## config.mk

```make
export PLATFORM = sky130hd
export DESIGN_NAME = expiring_token_table
export DESIGN_NICKNAME = d
export VERILOG_FILES = /design/src/rtl/ett_pkg.sv /design/src/rtl/ett_cell.sv /design/src/rtl/expiring_token_table.sv
export SDC_FILE = /design/constraint.sdc
export NUM_CORES = 2
export LEC_CHECK = 0
export BUFFER_PORTS_ARGS = -buffer_cell sky130_fd_sc_hd__buf_2
export CAP_MARGIN = 20
export CORE_MARGIN = 3
export CORE_UTILIZATION = 55
export DETAILED_ROUTE_END_ITERATION = 12
export HOLD_SLACK_MARGIN = 0.02
export PLACE_DENSITY_LB_ADDON = 0.12
export SETUP_SLACK_MARGIN = 0.2
export SYNTH_ARGS = -nofsm -noshare
export SYNTH_HDL_FRONTEND = slang
export SYNTH_SLANG_ARGS = --single-unit
```

## constraint.sdc

```tcl
create_clock -name clk -period 10 [get_ports clk]
set_clock_uncertainty 0.1 [all_clocks]
set_input_delay 1 -clock clk [delete_from_list [all_inputs] [get_ports clk]]
set_output_delay 1 -clock clk [all_outputs]
set_load 0.01 [all_outputs]
```

## src/rtl/ett_pkg.sv

```systemverilog
// ----------------------------------------------------------------------------
// ett_pkg: shared types and constants for the expiring token table
// Request codes, the record passed along the cell row and the slot write port.
// ----------------------------------------------------------------------------
package ett_pkg;

  localparam int TOKEN_W = 64;
  localparam int NOW_W   = 48;
  localparam int EXP_W   = 49;
  localparam int LIFE_W  = 40;

  localparam int unsigned US_PER_SECOND = 1000000;
  localparam logic [LIFE_W-1:0] LIFETIME_RESET =
    LIFE_W'(64'd86400 * 64'(US_PER_SECOND));

  localparam int APB_DATA_W = 64;
  localparam int APB_ADDR_W = 3;
  localparam logic [APB_ADDR_W-1:0] ADDR_LIFETIME = 3'd0;

  typedef enum logic [1:0] {
    OP_ISSUE  = 2'd0,
    OP_CHECK  = 2'd1,
    OP_REVOKE = 2'd2,
    OP_CLEAR  = 2'd3
  } req_op_t;

  // request record handed from cell to cell, one cell per cycle
  typedef struct packed {
    logic               vld;
    req_op_t            op;
    logic               done;
    logic [TOKEN_W-1:0] tok_hi;
    logic [TOKEN_W-1:0] tok_lo;
    logic [NOW_W-1:0]   now;
    logic [EXP_W-1:0]   min_exp;
  } wave_t;

  typedef struct packed {
    logic               en;
    logic [TOKEN_W-1:0] tok_hi;
    logic [TOKEN_W-1:0] tok_lo;
    logic [EXP_W-1:0]   expiry;
  } slot_wr_t;

endpackage

```

## src/rtl/ett_cell.sv

```systemverilog
// ----------------------------------------------------------------------------
// ett_cell: one slot of the token table
// Holds a slot's token, valid mark and expiry, acts on the passing request
// and hands the updated request record on to the next cell.
// ----------------------------------------------------------------------------
module ett_cell #(
  parameter int IDX_W    = 2,
  parameter int CELL_IDX = 0
) (
  input  logic              clk,
  input  logic              rst,
  input  ett_pkg::wave_t    wave_in,
  input  logic [IDX_W-1:0]  pick_in,
  input  ett_pkg::slot_wr_t wr,
  output ett_pkg::wave_t    wave_out,
  output logic [IDX_W-1:0]  pick_out
);
  import ett_pkg::*;

  localparam logic [IDX_W-1:0] MY_IDX = IDX_W'(CELL_IDX);

  logic               valid;
  logic               valid_next;
  logic [EXP_W-1:0]   expiry;
  logic [EXP_W-1:0]   expiry_next;
  logic [TOKEN_W-1:0] tok_hi;
  logic [TOKEN_W-1:0] tok_lo;
  wave_t              wave_next;
  logic [IDX_W-1:0]   pick_next;
  logic               expired;
  logic               match;

  assign expired = expiry <= {1'b0, wave_in.now};
  assign match   = valid && (tok_hi == wave_in.tok_hi) && (tok_lo == wave_in.tok_lo);

  always_comb begin
    valid_next  = valid;
    expiry_next = expiry;
    wave_next   = wave_in;
    pick_next   = pick_in;
    if (wave_in.vld) begin
      case (wave_in.op)
        OP_ISSUE: begin
          if (!wave_in.done) begin
            if (!valid || expired) begin
              wave_next.done = 1'b1;
              pick_next      = MY_IDX;
            end else if ((CELL_IDX == 0) || (expiry < wave_in.min_exp)) begin
              // earliest expiry so far, ties stay with the lower slot
              wave_next.min_exp = expiry;
              pick_next         = MY_IDX;
            end
          end
        end
        OP_CHECK: begin
          if (!wave_in.done) begin
            if (expired) begin
              valid_next = 1'b0;
            end else if (match) begin
              wave_next.done = 1'b1;
              pick_next      = MY_IDX;
            end
          end
        end
        OP_REVOKE: begin
          if (!wave_in.done && match) begin
            valid_next     = 1'b0;
            expiry_next    = '0;
            wave_next.done = 1'b1;
            pick_next      = MY_IDX;
          end
        end
        OP_CLEAR: begin
          valid_next  = 1'b0;
          expiry_next = '0;
        end
        default: begin
          valid_next = valid;
        end
      endcase
    end
    // issue write-back from the end of the row
    if (wr.en) begin
      valid_next  = 1'b1;
      expiry_next = wr.expiry;
    end
  end

  always_ff @(posedge clk) begin
    if (rst) begin
      valid        <= 1'b0;
      expiry       <= '0;
      wave_out.vld <= 1'b0;
    end else begin
      valid        <= valid_next;
      expiry       <= expiry_next;
      wave_out.vld <= wave_next.vld;
    end
    wave_out.op      <= wave_next.op;
    wave_out.done    <= wave_next.done;
    wave_out.tok_hi  <= wave_next.tok_hi;
    wave_out.tok_lo  <= wave_next.tok_lo;
    wave_out.now     <= wave_next.now;
    wave_out.min_exp <= wave_next.min_exp;
    pick_out         <= pick_next;
    if (wr.en) begin
      tok_hi <= wr.tok_hi;
      tok_lo <= wr.tok_lo;
    end
  end

endmodule

```

## src/rtl/expiring_token_table.sv

```systemverilog
// ----------------------------------------------------------------------------
// expiring_token_table: session token table with per-entry expiry
// A request enters a row of slot cells and visits one cell per cycle; issue
// writes its chosen slot once the request leaves the last cell.
// ----------------------------------------------------------------------------
// the request passes the entry register, each cell register in row order, then the done register
// busy covers the whole walk; a new request is taken only after the last one leaves the row
// the walk along the cell row, one slot per cycle, sets how long busy stays high
// results are shown for one cycle on done; the receiver cannot stall
// reset: synchronous, empties every slot and loads the one-day lifetime
module expiring_token_table #(
  parameter int SLOTS = 4
) (
  input  logic                             clk,
  input  logic                             rst,
  input  logic                             start,
  output logic                             busy,
  input  logic [1:0]                       req_type,
  input  logic [ett_pkg::TOKEN_W-1:0]      token_high,
  input  logic [ett_pkg::TOKEN_W-1:0]      token_low,
  input  logic [ett_pkg::NOW_W-1:0]        now_us,
  output logic                             done,
  output logic                             ok,
  output logic [1:0]                       slot_index,
  input  logic                             psel,
  input  logic                             penable,
  input  logic                             pwrite,
  input  logic [ett_pkg::APB_ADDR_W-1:0]   paddr,
  input  logic [ett_pkg::APB_DATA_W-1:0]   pwdata,
  output logic [ett_pkg::APB_DATA_W-1:0]   prdata,
  output logic                             pready
);
  import ett_pkg::*;

  localparam int IDX_W = $clog2(SLOTS);

  logic [LIFE_W-1:0] lifetime;
  logic              accept;
  logic              cfg_wr;
  logic [EXP_W-1:0]  exp_new;
  wave_t             wave [SLOTS+1];
  logic [IDX_W-1:0]  pick [SLOTS+1];
  slot_wr_t          wr   [SLOTS];
  wave_t             last;
  logic              busy_next;
  logic [SLOTS:0]    wave_vld;

  // configuration port
  assign pready = 1'b1;
  assign cfg_wr = psel && penable && pwrite && pready && (paddr == ADDR_LIFETIME);
  assign prdata = (paddr == ADDR_LIFETIME) ? APB_DATA_W'(lifetime) : '0;

  always_ff @(posedge clk) begin
    if (rst) begin
      lifetime <= LIFETIME_RESET;
    end else if (cfg_wr) begin
      lifetime <= pwdata[LIFE_W-1:0];
    end
  end

  assign accept = start && !busy;

  // entry register feeding the first cell
  always_ff @(posedge clk) begin
    if (rst) begin
      wave[0].vld <= 1'b0;
    end else begin
      wave[0].vld <= accept;
    end
    if (accept) begin
      wave[0].op      <= req_op_t'(req_type);
      wave[0].done    <= 1'b0;
      wave[0].tok_hi  <= token_high;
      wave[0].tok_lo  <= token_low;
      wave[0].now     <= now_us;
      wave[0].min_exp <= '0;
      exp_new         <= {1'b0, now_us} + EXP_W'(lifetime);
    end
  end

  assign pick[0] = '0;
  assign last    = wave[SLOTS];

  for (genvar i = 0; i < SLOTS; i++) begin : g_cell
    assign wr[i].en     = last.vld && (last.op == OP_ISSUE) &&
                          (pick[SLOTS] == IDX_W'(i));
    assign wr[i].tok_hi = last.tok_hi;
    assign wr[i].tok_lo = last.tok_lo;
    assign wr[i].expiry = exp_new;

    ett_cell #(
      .IDX_W    (IDX_W),
      .CELL_IDX (i)
    ) u_cell (
      .clk      (clk),
      .rst      (rst),
      .wave_in  (wave[i]),
      .pick_in  (pick[i]),
      .wr       (wr[i]),
      .wave_out (wave[i+1]),
      .pick_out (pick[i+1])
    );
  end

  always_comb begin
    busy_next = busy;
    if (accept) begin
      busy_next = 1'b1;
    end else if (last.vld) begin
      busy_next = 1'b0;
    end
  end

  always_ff @(posedge clk) begin
    if (rst) begin
      busy <= 1'b0;
      done <= 1'b0;
    end else begin
      busy <= busy_next;
      done <= last.vld;
    end
  end

  // result register, slot number reported modulo four
  always_ff @(posedge clk) begin
    if (last.vld) begin
      ok <= (last.op == OP_ISSUE) || (last.op == OP_CLEAR) || last.done;
      if (last.op == OP_CLEAR || (last.op != OP_ISSUE && !last.done)) begin
        slot_index <= '0;
      end else begin
        slot_index <= 2'(pick[SLOTS]);
      end
    end
  end

  for (genvar j = 0; j <= SLOTS; j++) begin : g_vld
    assign wave_vld[j] = wave[j].vld;
  end

  // at most one transaction in the row at a time
  a_one_wave: assert property (@(posedge clk) disable iff (rst) $onehot0(wave_vld))
    else $error("more than one transaction in the cell row");

  a_busy_after_accept: assert property (@(posedge clk) disable iff (rst)
    accept |=> busy)
    else $error("busy not raised after a transaction was taken");

  a_done_idle: assert property (@(posedge clk) disable iff (rst) done |-> !busy)
    else $error("result shown while still busy");

  a_exit_done: assert property (@(posedge clk) disable iff (rst) last.vld |=> done)
    else $error("transaction left the row without a result");

  a_wave_busy: assert property (@(posedge clk) disable iff (rst)
    (wave_vld != '0) |-> busy)
    else $error("transaction in the row while not busy");

endmodule
```

## Word level (Yosys, flattened, before mapping)

Index checks and enable logic that the tools add are counted.

| operators by class | value |
|---|---|
| multiplexer cells | 106 |
| order comparisons | 7 |
| equal/unequal tests | 35 |
| reductions and logical operators | 68 |
| $add $sub $neg | 1 |
| bitwise gates (word level) | 1 |

Operator list:

| operator | number |
|---|---|
| two-way mux 49 bit | 22 |
| equality test 64 bit | 8 |
| one-hot mux 49 bit (2 select lines) | 4 |
| <= comparator 49 x 48 -> 1 bit | 4 |
| less-than comparator 49 bit | 3 |
| adder 48 x 40 -> 49 bit | 1 |
| two-way mux 1 bit | 48 |
| two-way mux 2 bit | 20 |
| two-way mux 40 bit | 1 |
| != test 3 x 1 -> 1 bit (second input constant) | 8 |
| one-hot mux 1 bit (3 select lines) | 8 |
| equality test 2 bit (second input constant) | 11 |
| logical AND 1 bit | 21 |
| one-hot mux 2 bit (3 select lines) | 3 |
| nonzero test 4 bit | 4 |
| AND reduction 5 bit | 3 |
| zero test 2 bit | 6 |
| AND reduction 3 bit | 4 |
| nonzero test 2 bit | 6 |
| nonzero test 3 bit | 4 |
| equality test 2 x 1 -> 1 bit (second input constant) | 5 |
| zero test 1 bit | 9 |
| != test 3 x 2 -> 1 bit (second input constant) | 3 |
| logical OR 1 bit | 7 |
| 5 further kinds | 5 |

| storage, ports and cells | value |
|---|---|
| register bits after elaboration | 1810 |
| output and inout port bits | 70 |

## Depth between registers and ports, before layout

| depth | value |
|---|---|
| word-level depth | 8 |
| mapped depth | 14 |
| depth with buffers taken out | 13 |

## Modules after synthesis

A second synthesis with hierarchy kept.

| second synthesis, totals | value |
|---|---|
| cell total of the unflattened synthesis | 5448 |
| area total of the unflattened synthesis | 70805.4 um^2 |

By module, submodules not included:

| module | area an instance (um^2) | instances | seq. area each (um^2) | cells an instance |
|---|---|---|---|---|
| ett_cell at g_cell[3].u_cell | 15403.5 | 1 | 9469.1 | 1225 |
| ett_cell at g_cell[1].u_cell | 15287.2 | 1 | 9469.1 | 1214 |
| ett_cell at g_cell[2].u_cell | 14895.5 | 1 | 9469.1 | 1145 |
| ett_cell at g_cell[0].u_cell | 13992.2 | 1 | 9469.1 | 1039 |
| expiring_token_table | 11227.0 | 1 | 7767.4 | 825 |

## Worst setup path before layout

No wires, ideal clock.

| timing path | value |
|---|---|
| path kind | flip-flop to flip-flop |
| start point | reg g_cell[3].u_cell.wave_out[226] in the netlist's numbering |
| end point | reg g_cell[0].u_cell.expiry[38] |
| arrival time | 10.712 ns |
| slack | -0.929 ns |
| cell stages (with the launch flop) | 9 |
| period minus slack after synthesis | 10.929 ns |
| library setup time | 0.117 ns |
| cells stage by stage | dfxtp_1 inv_1 ha_1 nand2_1 nor3_1 a211oi_1 buf_2 buf_2 a22o_1 |

| between the ends | value |
|---|---|
| longest elaborated chain between the ends | 5 |
| elaborated cells between the ends (all ways) | 8 |
| those cells by class | eq/ne (1); mux (1); reduce/logical (6) |

RTL lines:

| item | line | source |
|---|---|---|
| from (decl) | ett_cell.sv:15 | `output ett_pkg::wave_t wave_out,` |
| zero test 2 bit (*) | expiring_token_table.sv:85 | `assign wr[i].en = last.vld && (last.op == OP_ISSUE) &&` |
| logical AND 1 bit (*) (2 in a row) | expiring_token_table.sv:85 |  |
| != test 3 x 1 -> 1 bit (no line) (tied with other cells) | -- |  |
| AND reduction 3 bit (no line) | -- |  |
| to (signal assigned) | ett_cell.sv:96 | `expiry <= expiry_next;` |
| to (decl) | ett_cell.sv:24 | `logic [EXP_W-1:0] expiry;` |

Every way passes the cells marked *; elsewhere a longest branch is shown, timed or not.
A chain may end at the register's enable or synchronous reset.

==> summary.txt <==
Run status
  – Status: finished clean

Synthesis
  – Top cell type's share of synthesized area: 33.8%
  – FF+latch count, synth: 1809
  – Post-Syn Instances: 5043
  – Register area share after synthesis: 66.2%
  – Mapped Area: ~66000 um2
  – Ys flop type: dfxtp_1
  – Number of distinct library cells after synthesis: between 70 and 80
  – Post-synth EDFFs: ~740
  – Dominant cells by area after synthesis: edfxtp_1, dfxtp_1, ha_1
  – Yosys warning count: 0
  – Asr flop ratio synth: 0%
  – Yosys top cell by area: edfxtp_1
  – Mean post-synth cell area: 13.1 um2

Timing
  – Slew Limit Fails: 0
  – Final setup vio count: 0
  – Tcrit/Tclk final: 51.5%
  – Hold Fails Final Rpt: 0
  – Fmax: 194 MHz
  – Setup ws final: approximately 4.9 ns
  – Headroom to the max-slew limit: 18.3%
  – Setup TNS: 0 ns
  – Tightest Pin Transition: about 1.2 ns
  – Hold slack: 0.239 ns
  – RSZ-0062 raised after global routing: false
  – Tmin final: 5.15 ns

Routing
  – Post-route ant nets: 0
  – Drt total wl: 195000 um
  – Iter 0 DRT Violations: 3853
  – DR vias: roughly 40k
  – Via density: 5.62
  – # DRC: 0
  – DR pass1 iterations: 6
  – Post-DR wirelength/cell: 27.1 um

Final layout
  – Post-route insts no fill: 7203
  – # fillers: 9291
  – Share of layout cells above drive strength 1: 12.2%
  – Area delta synth->final: 14.4%
  – Final net count: slightly above 6k
  – Fin area: approximately 75000 um2

Setup path
  – Critical Path AT: between 5 and 6 ns
  – CP required: 10.56 ns
  – CP top delay family: compound AO/OA/AOI/OAI gates
  – Crit path max-delay cell type: nor4_1
  – Critical path class: reg -> reg
  – Worst setup EP type: register
  – Worst Path Max Fanout: 32
  – Buf/Inv on CP: 2
  – Crit path cell chain: inv_1, ha_1, nand4_1, nor4_1, o2111ai_1, o221ai_1, a221oi_1, o31a_1, nand3_2, buf_4, mux2_2
  – CP Launch Type: register
  – CP peak stage delay: 0.90 ns

Clock tree
  – # Post-CTS Setup Buffers: 0
  – H-tree Lvls: 4
  – Worst skew pair latency: 0.79 ns
  – Clk root buf: clkbuf_16
  – Post-CTS sizing: 0
  – Total CTS buffers: 180
  – Clock Sinks: 1809
  – Clock tree buffer depth: 3
  – Clk pin slew, worst setup/hold paths: about 0.06 ns
  – CTS tree: built
  – Hold-fix buffers at CTS: 0

Placed design
  – Gpl congestion: about 1.1
  – Detailed Place HPWL: between 100000 and 150000 um
  – Dpl cells: 6858
  – Place WS: about 4.6 ns
  – I/O Buffers: about 270
  – Area post-placement: 69300 um2

Power and ir drop
  – Leak: 31.4 nW
  – Peak supply drop: about 0.17 mV
  – PwrDens: 206 nW/um2

Global route
  – Overall global routing resource usage: 31.0%
  – Largest net degree at the start of global routing: 130
  – Initial antenna violation count: 8
  – Vias in the first global route: around 40k
  – First-pass GRT wire length: 276000 um
  – Global route overflow: 0

Floorplanning
  – Boundary Pins: between 300 and 400
  – Die Ht: 352 um
  – Die area: 124000 um2
  – Die X: 352 um
  – Initial Utilization: 55.6%
  – Rows: around 130
  – Core Area: 119000 um2

Job
  – Max-capacitance violation count: 0

Hold path
  – HP Class: reg -> reg
through the flow:
step / total power, W / util [%]
after floorplan: 0.00848 / -
after global placement: 0.00881 / 58.4
after detailed placement: 0.00882 / 58.4
after CTS: 0.0156 / 63.6
after global routing: 0.0160 / 63.6
final: 0.0156 / 63.6
worst register-to-register path: stages, from the launching register on:
cell	delay, ns
dfxtp_1	0.35
inv_1	0.06
ha_1	0.29
nand4_1	0.20
nor4_1	0.90
o2111ai_1	0.47
o221ai_1	0.47
a221oi_1	0.28
o31a_1	0.43
nand3_2	0.45
buf_4	0.57
mux2_2	0.45
power breakdown:
group          switching, W  internal [W]  leakage, nW
registers          0.000249       0.00793         15.7
logic              0.000316      0.000175         12.7
clock network       0.00289       0.00401         3.03
total               0.00345        0.0121         31.4
state kept, by name, indices dropped and copies added, names as in the netlist, 2 cells and up:
signal,cells
wave,179
g_cell.u_cell.wave_out,819
g_cell.u_cell.tok_lo,256
g_cell.u_cell.pick_out,5
lifetime,40
g_cell.u_cell.expiry,196
exp_new,49
g_cell.u_cell.valid,4
g_cell.u_cell.tok_hi,256
slot_index,2
worst paths after layout:
check / start / to / slack (ns) / cells past startpoint
max: g_cell[1].u_cell.wave_out[28] / g_cell[2].u_cell.wave_out[21] / 4.85 / 11
min: g_cell[1].u_cell.wave_out[91] / g_cell[2].u_cell.wave_out[91] / 0.24 / 0
max reg2reg: g_cell[1].u_cell.wave_out[28] / g_cell[2].u_cell.wave_out[21] / 4.85 / 11
min reg2reg: g_cell[1].u_cell.wave_out[91] / g_cell[2].u_cell.wave_out[91] / 0.24 / 0
placed cells by master (no fill, tap or decap), types with 140 or more instances in the layout:
cell / n
inv_1: 607
a21o_1: 140
ha_1: 394
xnor2_1: 151
xor2_1: 167
a21oi_1: 150
a22o_1: 184
buf_2: 272
nand2_1: 183
clkbuf_16: 187
dfxtp_1: 1067
edfxtp_1: 742
layout make-up:
type / instances / area, um2 / share of cell area [%]
flip-flops and latches: 1809 / 43600 / 57.9
clock buffers: 256 / 5230 / 6.93
well taps: 1600 / 2000 / 2.65
diodes: 2 / 5.00 / 0.00663
inverters: 609 / 2300 / 3.05
repair buffers: 306 / 1670 / 2.21
multi-input cells: 2535 / 19700 / 26.1
clock inverters: 86 / 931 / 1.23
cells by family after synthesis:
group | Yosys count | synth area share, %
DFF | 1809 | 66.2
muxes | 53 | 0.903
adders and majority gates | 395 | 7.51
other | 2 | 0.0114
buffers and inverters | 722 | 4.32
AOI/OAI and AO/OA | 946 | 10.4
xor gates and xnor gates | 318 | 4.22
and+or+nand+nor | 798 | 6.44
cell usage after synthesis, types with 13 or more instances:
master / number
a2111oi_0: 18
a211oi_1: 20
a21o_1: 140
a21oi_1: 150
a221oi_1: 22
a22o_1: 184
a22oi_1: 45
and2_1: 89
buf_2: 16
buf_4: 25
clkbuf_1: 68
dfxtp_1: 1067
edfxtp_1: 742
ha_1: 394
inv_1: 609
mux2_2: 52
nand2_1: 183
nand2b_1: 35
nand3_1: 38
nand4_1: 118
nor2_1: 117
nor2b_1: 52
nor3_1: 25
nor4_1: 84
o2111ai_1: 13
o211ai_1: 16
o21a_1: 14
o21ai_0: 107
o21bai_1: 13
o22ai_1: 79
o2bb2ai_1: 43
xnor2_1: 151
xor2_1: 167
routing by layer:
layer	GRT usage, %	wire length, um	vias up
met5	0	0	-
met4	19.6	14300	0
met3	4.48	12000	406
met2	51.0	91600	1541
met1	38.6	76900	19800
li1	-	-	18800
No activity file was read; power rests on OpenSTA's default activity.
